`config.mk`:
```
export PLATFORM = sky130hd
export DESIGN_NAME = delayed_task_slot_scheduler
export DESIGN_NICKNAME = d
export VERILOG_FILES = /design/src/rtl/core/dtss_pkg.sv /design/src/rtl/core/dtss_ctrl.sv /design/src/rtl/core/dtss_dp.sv /design/src/rtl/core/delayed_task_slot_scheduler.sv
export SDC_FILE = /design/constraint.sdc
export NUM_CORES = 2
export LEC_CHECK = 0
export ABC_AREA = 1
export ABC_CLOCK_PERIOD_IN_PS = 22300
export BUFFER_PORTS_ARGS = -buffer_cell sky130_fd_sc_hd__buf_2
export CORE_UTILIZATION = 40
export CTS_CLUSTER_DIAMETER = 200
export DETAILED_ROUTE_END_ITERATION = 6
export HOLD_SLACK_MARGIN = 0.1
export PLACE_DENSITY = 0.59
export SLEW_MARGIN = 20
export SYNTH_ARGS = -nofsm -noshare
export SYNTH_HDL_FRONTEND = slang
export SYNTH_SLANG_ARGS = --single-unit
```
`constraint.sdc`:
```
create_clock -name clk -period 22.3 [get_ports clk]
set_input_delay 4.46 -clock clk [delete_from_list [all_inputs] [get_ports clk]]
set_output_delay 4.46 -clock clk [all_outputs]
set_load 0.02 [all_outputs]
```
`src/rtl/core/dtss_pkg.sv`:
```
// Shared types, codes and constants of the delayed task slot scheduler.
`default_nettype none
package dtss_pkg;

  localparam int unsigned SLOTS_DEF = 16;

  typedef enum logic [1:0] {
    CMD_SUBMIT  = 2'd0,
    CMD_ADVANCE = 2'd1,
    CMD_STAT    = 2'd2,
    CMD_NONE    = 2'd3
  } cmd_t;

  typedef enum logic [1:0] {
    KIND_SUBMIT   = 2'd0,
    KIND_TASK     = 2'd1,
    KIND_ADV_DONE = 2'd2,
    KIND_STAT     = 2'd3
  } kind_t;

  typedef enum logic [2:0] {
    STAT_TICK     = 3'd0,
    STAT_PENDING  = 3'd1,
    STAT_MAXPEND  = 3'd2,
    STAT_OVERFLOW = 3'd3,
    STAT_IMMED    = 3'd4,
    STAT_SUBMITS  = 3'd5,
    STAT_DISPATCH = 3'd6,
    STAT_FAILED   = 3'd7
  } stat_idx_t;

  typedef enum logic [2:0] {
    ST_IDLE,
    ST_DECODE,
    ST_READ,
    ST_CHECK,
    ST_OUT,
    ST_WAIT
  } state_t;

  // Register index of the zero-delay post mode bit.
  localparam logic [0:0] REG_POST_MODE = 1'b0;
  // Byte address of the zero-delay post mode register.
  localparam logic [1:0] ADDR_POST_MODE = 2'd0;

  // Commands from the controller to the datapath.
  typedef struct packed {
    logic capture;     // take the input beat
    logic do_submit;   // submit bookkeeping and slot write
    logic do_advance;  // add ticks to the counter
    logic scan_clear;  // reset the scan index and dispatch count
    logic scan_read;   // read the slot at the scan index
    logic scan_next;   // step the scan index
    logic dispatch;    // dispatch the current slot
    logic fail;        // count a failed dispatch
    logic load_imm;    // load the immediate task beat
    logic load_final;  // load the final beat of the command
  } ctl_t;

  // Status from the datapath to the controller.
  typedef struct packed {
    logic [1:0] cmd;
    logic       immediate;
    logic       scan_last;
    logic       slot_due;
    logic       room_left;
    logic       out_busy;
  } sts_t;

endpackage
`default_nettype wire

```
`src/rtl/core/dtss_ctrl.sv`:
```
// Controller state machine of the delayed task slot scheduler.
`default_nettype none
module dtss_ctrl
  import dtss_pkg::*;
(
  input  wire logic clk,
  input  wire logic rst_n,
  input  wire logic in_fire,
  output logic      in_tready,
  input  wire sts_t sts,
  output ctl_t      ctl
);

  state_t state_r, state_nxt;

  // State register.
  always_ff @(posedge clk) begin
    if (!rst_n) begin
      state_r <= ST_IDLE;
    end else begin
      state_r <= state_nxt;
    end
  end

  // Next state and commands.
  always_comb begin
    state_nxt = state_r;
    ctl = '0;
    in_tready = 1'b0;
    case (state_r)
      ST_IDLE: begin
        in_tready = 1'b1;
        if (in_fire) begin
          ctl.capture = 1'b1;
          state_nxt = ST_DECODE;
        end
      end
      ST_DECODE: begin
        if (!sts.out_busy) begin
          case (sts.cmd)
            CMD_SUBMIT: begin
              if (sts.immediate) begin
                ctl.load_imm = 1'b1;
                state_nxt = ST_WAIT;
              end else begin
                ctl.do_submit = 1'b1;
                ctl.load_final = 1'b1;
                state_nxt = ST_IDLE;
              end
            end
            CMD_ADVANCE: begin
              ctl.do_advance = 1'b1;
              ctl.scan_clear = 1'b1;
              state_nxt = ST_READ;
            end
            CMD_STAT: begin
              ctl.load_final = 1'b1;
              state_nxt = ST_IDLE;
            end
            default: state_nxt = ST_IDLE;
          endcase
        end
      end
      ST_WAIT: begin
        // Immediate task beat out; now send the submit status.
        if (!sts.out_busy) begin
          ctl.do_submit = 1'b1;
          ctl.load_final = 1'b1;
          state_nxt = ST_IDLE;
        end
      end
      ST_READ: begin
        ctl.scan_read = 1'b1;
        state_nxt = ST_CHECK;
      end
      ST_CHECK: begin
        if (sts.slot_due && sts.room_left) begin
          if (!sts.out_busy) begin
            ctl.dispatch = 1'b1;
            state_nxt = ST_OUT;
          end
        end else begin
          if (sts.slot_due) begin
            ctl.fail = 1'b1;
          end
          state_nxt = ST_OUT;
        end
      end
      ST_OUT: begin
        if (sts.scan_last) begin
          if (!sts.out_busy) begin
            ctl.load_final = 1'b1;
            state_nxt = ST_IDLE;
          end
        end else begin
          ctl.scan_next = 1'b1;
          state_nxt = ST_READ;
        end
      end
      default: state_nxt = ST_IDLE;
    endcase
  end

endmodule
`default_nettype wire

```
`src/rtl/core/dtss_dp.sv`:
```
// Datapath of the delayed task slot scheduler: slot table, counters, output register.
`default_nettype none
module dtss_dp
  import dtss_pkg::*;
#(
  parameter int unsigned SLOTS = SLOTS_DEF
) (
  input  wire logic         clk,
  input  wire logic         rst_n,
  input  wire logic [169:0] in_data,
  input  wire logic         post_mode,
  input  wire ctl_t         ctl,
  output sts_t              sts,
  output logic              out_tvalid,
  input  wire logic         out_tready,
  output logic [167:0]      out_data,
  output logic              out_last
);

  localparam int unsigned IW = (SLOTS > 1) ? $clog2(SLOTS) : 1;
  localparam int unsigned CW = $clog2(SLOTS + 1);

  // Captured input fields.
  logic [1:0]  cmd_r;
  logic [31:0] code_r, ctx_r, param_r, delay_r, amt_r;
  logic [4:0]  room_r;
  logic [2:0]  sidx_r;

  // Slot table: valid bits in flops, due ticks and payload in memory.
  logic [SLOTS-1:0] valid_r;
  logic [63:0] due_mem [SLOTS];
  logic [31:0] code_mem [SLOTS];
  logic [31:0] ctx_mem [SLOTS];
  logic [31:0] param_mem [SLOTS];
  logic [63:0] rd_due_r;
  logic [31:0] rd_code_r, rd_ctx_r, rd_param_r;
  logic        rd_valid_r;

  logic [63:0] tick_r;
  logic [CW-1:0] pend_r, maxp_r;
  logic [31:0] ovf_r, imm_r, sub_r, disp_r, fail_r;
  logic [IW-1:0] scan_r;
  logic [4:0]  cnt_r;

  logic        full;
  logic [IW-1:0] free_idx;
  logic [63:0] stat_val;
  logic [CW-1:0] pend_inc;
  logic        out_take;

  // First free slot, priority from the lowest index.
  always_comb begin
    full = 1'b1;
    free_idx = '0;
    for (int i = SLOTS - 1; i >= 0; i--) begin
      if (!valid_r[i]) begin
        full = 1'b0;
        free_idx = IW'(i);
      end
    end
  end

  assign pend_inc = pend_r + CW'(1);

  // Statistic select.
  always_comb begin
    case (stat_idx_t'(sidx_r))
      STAT_TICK:     stat_val = tick_r;
      STAT_PENDING:  stat_val = 64'(pend_r);
      STAT_MAXPEND:  stat_val = 64'(maxp_r);
      STAT_OVERFLOW: stat_val = {32'd0, ovf_r};
      STAT_IMMED:    stat_val = {32'd0, imm_r};
      STAT_SUBMITS:  stat_val = {32'd0, sub_r};
      STAT_DISPATCH: stat_val = {32'd0, disp_r};
      default:       stat_val = {32'd0, fail_r};
    endcase
  end

  assign sts.cmd       = cmd_r;
  assign sts.immediate = (delay_r == 32'd0) && !post_mode;
  assign sts.scan_last = (scan_r == IW'(SLOTS - 1));
  assign sts.slot_due  = rd_valid_r && (rd_due_r <= tick_r);
  assign sts.room_left = (room_r != 5'd0);
  assign sts.out_busy  = out_tvalid && !out_tready;
  assign out_take      = out_tvalid && out_tready;

  // Input capture, scan state, slot read and slot write.
  always_ff @(posedge clk) begin
    if (ctl.capture) begin
      cmd_r   <= in_data[1:0];
      code_r  <= in_data[33:2];
      ctx_r   <= in_data[65:34];
      param_r <= in_data[97:66];
      delay_r <= in_data[129:98];
      amt_r   <= in_data[161:130];
      room_r  <= in_data[166:162];
      sidx_r  <= in_data[169:167];
    end
    if (ctl.scan_clear) begin
      scan_r <= '0;
      cnt_r  <= '0;
    end
    if (ctl.scan_next) begin
      scan_r <= scan_r + IW'(1);
    end
    if (ctl.dispatch) begin
      room_r <= room_r - 5'd1;
      cnt_r  <= cnt_r + 5'd1;
    end
    if (ctl.scan_read) begin
      rd_due_r   <= due_mem[scan_r];
      rd_code_r  <= code_mem[scan_r];
      rd_ctx_r   <= ctx_mem[scan_r];
      rd_param_r <= param_mem[scan_r];
      rd_valid_r <= valid_r[scan_r];
    end
    if (ctl.do_submit && !sts.immediate && !full) begin
      due_mem[free_idx]   <= tick_r + {32'd0, delay_r};
      code_mem[free_idx]  <= code_r;
      ctx_mem[free_idx]   <= ctx_r;
      param_mem[free_idx] <= param_r;
    end
  end

  // Control state: valid bits, tick and statistics.
  always_ff @(posedge clk) begin
    if (!rst_n) begin
      valid_r <= '0;
      tick_r  <= '0;
      pend_r  <= '0;
      maxp_r  <= '0;
      ovf_r   <= '0;
      imm_r   <= '0;
      sub_r   <= '0;
      disp_r  <= '0;
      fail_r  <= '0;
    end else begin
      if (ctl.do_advance) begin
        tick_r <= tick_r + {32'd0, amt_r};
      end
      if (ctl.do_submit) begin
        if (sts.immediate) begin
          imm_r <= imm_r + 32'd1;
          sub_r <= sub_r + 32'd1;
        end else if (full) begin
          ovf_r <= ovf_r + 32'd1;
        end else begin
          valid_r[free_idx] <= 1'b1;
          pend_r <= pend_inc;
          if (pend_inc > maxp_r) begin
            maxp_r <= pend_inc;
          end
          sub_r <= sub_r + 32'd1;
        end
      end
      if (ctl.dispatch) begin
        valid_r[scan_r] <= 1'b0;
        pend_r <= pend_r - CW'(1);
        disp_r <= disp_r + 32'd1;
      end
      if (ctl.fail) begin
        fail_r <= fail_r + 32'd1;
      end
    end
  end

  // Output register: kind, status, code, context, param, count, stat.
  always_ff @(posedge clk) begin
    if (!rst_n) begin
      out_tvalid <= 1'b0;
    end else if (ctl.load_imm || ctl.dispatch || ctl.load_final) begin
      out_tvalid <= 1'b1;
    end else if (out_take) begin
      out_tvalid <= 1'b0;
    end
  end

  always_ff @(posedge clk) begin
    if (ctl.load_imm) begin
      out_data <= {64'd0, 5'd0, param_r, ctx_r, code_r, 1'b0, KIND_TASK};
      out_last <= 1'b0;
    end else if (ctl.dispatch) begin
      out_data <= {64'd0, 5'd0, rd_param_r, rd_ctx_r, rd_code_r, 1'b0, KIND_TASK};
      out_last <= 1'b0;
    end else if (ctl.load_final) begin
      out_last <= 1'b1;
      case (cmd_t'(cmd_r))
        CMD_ADVANCE:
          out_data <= {64'd0, cnt_r, 96'd0, 1'b0, KIND_ADV_DONE};
        CMD_STAT:
          out_data <= {stat_val, 5'd0, 96'd0, 1'b0, KIND_STAT};
        default:
          out_data <= {64'd0, 5'd0, 96'd0,
                       !sts.immediate && full, KIND_SUBMIT};
      endcase
    end
  end

endmodule
`default_nettype wire

```
`src/rtl/core/delayed_task_slot_scheduler.sv`:
```
// Top level of the delayed task slot scheduler.
//
// Channel | Direction | Content
// in_     | slave     | tdata: cmd, task_code, task_context, task_param, delay,
//         |           |        tick_amount, handler_room, stat_index
// out_    | master    | tdata: kind, status, out_code, out_context, out_param,
//         |           |        dispatch_count, stat_value; tlast: last
// cfg_    | APB       | register 0 at address 0: zero-delay post mode
//
// A submit or statistic read passes DECODE and returns to IDLE; an immediate submit also passes WAIT.
// An advance visits every slot through READ, CHECK and OUT; the scan reads one slot per visit.
// One item is in work at a time; a stalled result beat holds the scan.
// Reset is synchronous and clears the table's valid bits at once.
`default_nettype none
module delayed_task_slot_scheduler
  import dtss_pkg::*;
#(
  parameter int unsigned SLOTS = SLOTS_DEF
) (
  input  wire logic         clk,
  input  wire logic         rst_n,
  input  wire logic         in_tvalid,
  output logic              in_tready,
  // cmd[1:0], task_code[33:2], task_context[65:34], task_param[97:66],
  // delay[129:98], tick_amount[161:130], handler_room[166:162],
  // stat_index[169:167], zero fill
  input  wire logic [175:0] in_tdata,
  output logic              out_tvalid,
  input  wire logic         out_tready,
  // kind[1:0], status[2], out_code[34:3], out_context[66:35],
  // out_param[98:67], dispatch_count[103:99], stat_value[167:104]
  output logic [167:0]      out_tdata,
  output logic              out_tlast,
  input  wire logic         cfg_psel,
  input  wire logic         cfg_penable,
  input  wire logic         cfg_pwrite,
  input  wire logic [1:0]   cfg_paddr,
  input  wire logic [31:0]  cfg_pwdata,
  output logic [31:0]       cfg_prdata,
  output logic              cfg_pready
);

  ctl_t ctl;
  sts_t sts;
  logic post_r;

  // Configuration register.
  assign cfg_pready = 1'b1;
  assign cfg_prdata = (cfg_paddr == ADDR_POST_MODE) ? {31'd0, post_r} : 32'd0;
  always_ff @(posedge clk) begin
    if (!rst_n) begin
      post_r <= 1'b0;
    end else if (cfg_psel && cfg_penable && cfg_pwrite && cfg_pready &&
                 cfg_paddr == ADDR_POST_MODE) begin
      post_r <= cfg_pwdata[0];
    end
  end

  dtss_ctrl u_ctrl (
    .clk       (clk),
    .rst_n     (rst_n),
    .in_fire   (in_tvalid && in_tready),
    .in_tready (in_tready),
    .sts       (sts),
    .ctl       (ctl)
  );

  dtss_dp #(.SLOTS(SLOTS)) u_dp (
    .clk        (clk),
    .rst_n      (rst_n),
    .in_data    (in_tdata[169:0]),
    .post_mode  (post_r),
    .ctl        (ctl),
    .sts        (sts),
    .out_tvalid (out_tvalid),
    .out_tready (out_tready),
    .out_data   (out_tdata),
    .out_last   (out_tlast)
  );

endmodule
`default_nettype wire

```
==> results.json <==
{
  "rr_worst_depth": 12,
  "instances_no_fill": 16800,
  "rsz0062_at_grt": "false",
  "dr.pass1.iters": 6,
  "yosysTopAreaCellShare_pct": 65.7,
  "dp_slack_ps": 12530,
  "cts_htree_levels": 5,
  "cts_hold_buffers": 0,
  "cts_tree": "yes",
  "hold_end": "u_dp.out_data[167]$_SDFFE_PP0P_",
  "cts_buffers": 356,
  "cp_data_required_time_ps": 17840,
  "nets": 12300,
  "die_w_um": 587,
  "relSlewSlack_pct": 18.5,
  "synth_seq_area_share_pct": 70.5,
  "vias": 94700,
  "ys_ff_latch": 3324,
  "end_kind": "primary output",
  "synth_cell_types": 65,
  "antenna_found_initial": 19,
  "finClkSkew_ps": 71.9,
  "yosys.area_share.adder_pct": 1.41,
  "setup-violations-final": 0,
  "r2r-start": "u_dp.delay_r[29]$_DFFE_PP_",
  "maxSlewViolCount": 0,
  "synthSimpleGateAreaFrac_pct": 12.6,
  "arrival_ps": 4920,
  "path_class": "in -> out",
  "area_delta_synth_final_pct": 13.0,
  "p_per_area_mw_per_mm2": 85.7,
  "wl_per_cell_um": 24.5,
  "fmax_ghz": 0.107,
  "placedCellCount": 16200,
  "peakVddDrop_uv": 76.1,
  "cap_violations": 0,
  "die_h_um": 587,
  "gp_congestion": 0.922,
  "cp_max_fo": 2,
  "clk_pin_slew_ps": 50,
  "hp-class": "reg -> reg",
  "design.die.area_sq_mm": 0.345,
  "hpwl_um": 229000,
  "whs_path_depth": 2,
  "initial_core_util_pct": 40.2,
  "synth_top_family_by_area": "simple AND/OR/NAND/NOR gates",
  "drive_gt1_share_pct": 9.02,
  "tightest_slew_ps": 1220,
  "critPathLaunchType": "primary input",
  "yosys.area.top_type": "edfxtp_1",
  "grt_pass1_vias": 91000,
  "antenna_left": 0,
  "cts_resized": 0,
  "tns_ps": 0,
  "vias_per_cell": 5.64,
  "numPortBuffers": 351,
  "core_sq_mm": 0.340,
  "wl_um": 412000,
  "synth_area_per_cell_sq_um": 11.6,
  "p_leak_nw": 51.7,
  "cts_sinks": 3324,
  "synth_compound_area_share_pct": 10.7,
  "min_period_ps": 9380,
  "r2r-end": "u_dp.ctx_mem[11][23]$_DFFE_PP_",
  "clockBufferDepth": 4,
  "worst_slack_ps": 12920,
  "overflow": 0,
  "drt-initial-drc-count": 10200,
  "worst-r2r-setup-slack_ps": 16220,
  "rows": 214,
  "yosysWarnings": 0,
  "clk_latency_ps": 960,
  "muxShareOfSynthArea_pct": 0.00731,
  "io_pins": 421,
  "cts_setup_buffers": 0,
  "postSynth.asyncResetShare_pct": 0,
  "synthTopCellsByArea": "edfxtp_1 (66%), o21ai_0 (5.4%), dfxtp_1 (4.8%), nand2_1 (4.7%), nor2_1 (4.7%)",
  "status": "finished clean",
  "synth_xor_area_share_pct": 1.27,
  "drc_errors": 0,
  "finalHoldViolCount": 0,
  "post-route-period-util_pct": 42.1,
  "grt_max_degree": 231,
  "synth_edf_count": 2996,
  "synthFlopType": "edfxtp_1",
  "syn_area_sq_mm": 0.137,
  "grtUsageTotal_pct": 23.1,
  "ctsRootBufferMaster": "clkbuf_16",
  "grt_pass1_wl_um": 598000,
  "hold_start": "u_dp.out_data[167]$_SDFFE_PP0P_",
  "synthCells": 11800
}
worst max-delay path by stage:
stage | depth (start not counted) | to | slack, ps | start
final | 3 | cfg_prdata[0] | 12920 | cfg_paddr[1]
after global routing | 3 | cfg_prdata[0] | 12870 | cfg_paddr[1]
after CTS | 3 | cfg_prdata[0] | 12920 | cfg_paddr[1]
after detailed placement | 12 | u_dp.code_mem[11][8]$_DFFE_PP_ | 12530 | out_tready
after global placement | 12 | u_dp.code_mem[11][8]$_DFFE_PP_ | 12570 | out_tready
after floorplan | 8 | u_dp.code_mem[13][0]$_DFFE_PP_ | 5380 | out_tready
cells in the mapped netlist, types with 19 or more instances:
cell and instances:
nor3_1 138, o22ai_1 682, nand2_1 1726, buf_1 30
xnor2_1 26, dfxtp_1 328, nand4_1 265, buf_2 91
nor2_1 1716, ha_1 151, buf_4 43, edfxtp_1 2996
clkbuf_1 520, inv_1 514, nor4_1 49, xor2_1 172
nand3_1 259, o21ai_0 1480, a31oi_1 23, a21oi_1 395
o21a_1 19
final cells by class:
cell class	instances	area (sq um)
Inverter	530	2090
Clock buffer	425	9310
Fill cell	30700	186000
Multi-Input combinational cell	7269	36000
Tap cell	4536	5680
Sequential cell	3324	96500
Antenna cell	8	20.0
Clock inverter	222	2090
Timing Repair Buffer	495	3060
flip-flops by register name (all words and copies together), names as in the netlist, 64 cells and up:
name	cells
u_dp.tick_r	64
u_dp.out_data	168
u_dp.ctx_mem	512
u_dp.code_mem	512
u_dp.rd_due_r	64
u_dp.param_mem	512
u_dp.due_mem	1024
worst max-delay path, cell delays in order:
cell	delay, ps
buf_2	110
nor3_1	170
buf_2	190
cells in the final DEF, fill, tap and decap left out, drive strengths merged, types with 19 or more instances in the layout:
cell       n
nor4      50
xor2     172
conb      32
nand4    266
clkinv   175
dfxtp    328
a31oi     24
xnor2     26
o21ai   1491
clkbuf   425
ha       151
o21a      19
bufinv    27
inv      543
o22ai    682
nor2    1724
a21oi    398
nand2   1728
nand3    262
nor3     142
edfxtp  2996
buf      495
routing by layer:
| layer | up-vias | routed length (um) | global-route usage (%) |
|---|---|---|---|
| met1 | 47500 | 183000 | 33.3 |
| li1 | 42700 | - | - |
| met4 | 4 | 12000 | 7.01 |
| met2 | 3868 | 186000 | 36.3 |
| met3 | 613 | 30300 | 3.01 |
| met5 | - | 30 | 0 |
kinds of logic after synthesis:
family          count (synthesis)
fa+ha+maj                     153
compound gates               2691
mux                             1
other cells                     2
xor+xnor                      198
simple gates                 4194
buf+inv                      1218
flops                        3324
where the power goes:
group / internal [W] / switching [W]
registers: 0.00689 / 0.0000921
logic: 0.000127 / 0.000365
clock network: 0.00331 / 0.00250
through the flow:
| stage | power (W) | area, sq um | hold WS (ps) | util (%) |
|---|---|---|---|---|
| CTS | 0.0134 | 155000 | 461 | 45.4 |
| detailed placement | 0.00759 | 143000 | 452 | 42.1 |
| global route | 0.0136 | 155000 | 475 | 45.5 |
| global placement | 0.00757 | 143000 | 450 | 42.1 |
| finish | 0.0133 | 155000 | 462 | 45.5 |
| floorplan | 0.00737 | 137000 | 441 | - |
No activity file was read; power rests on OpenSTA's default activity.
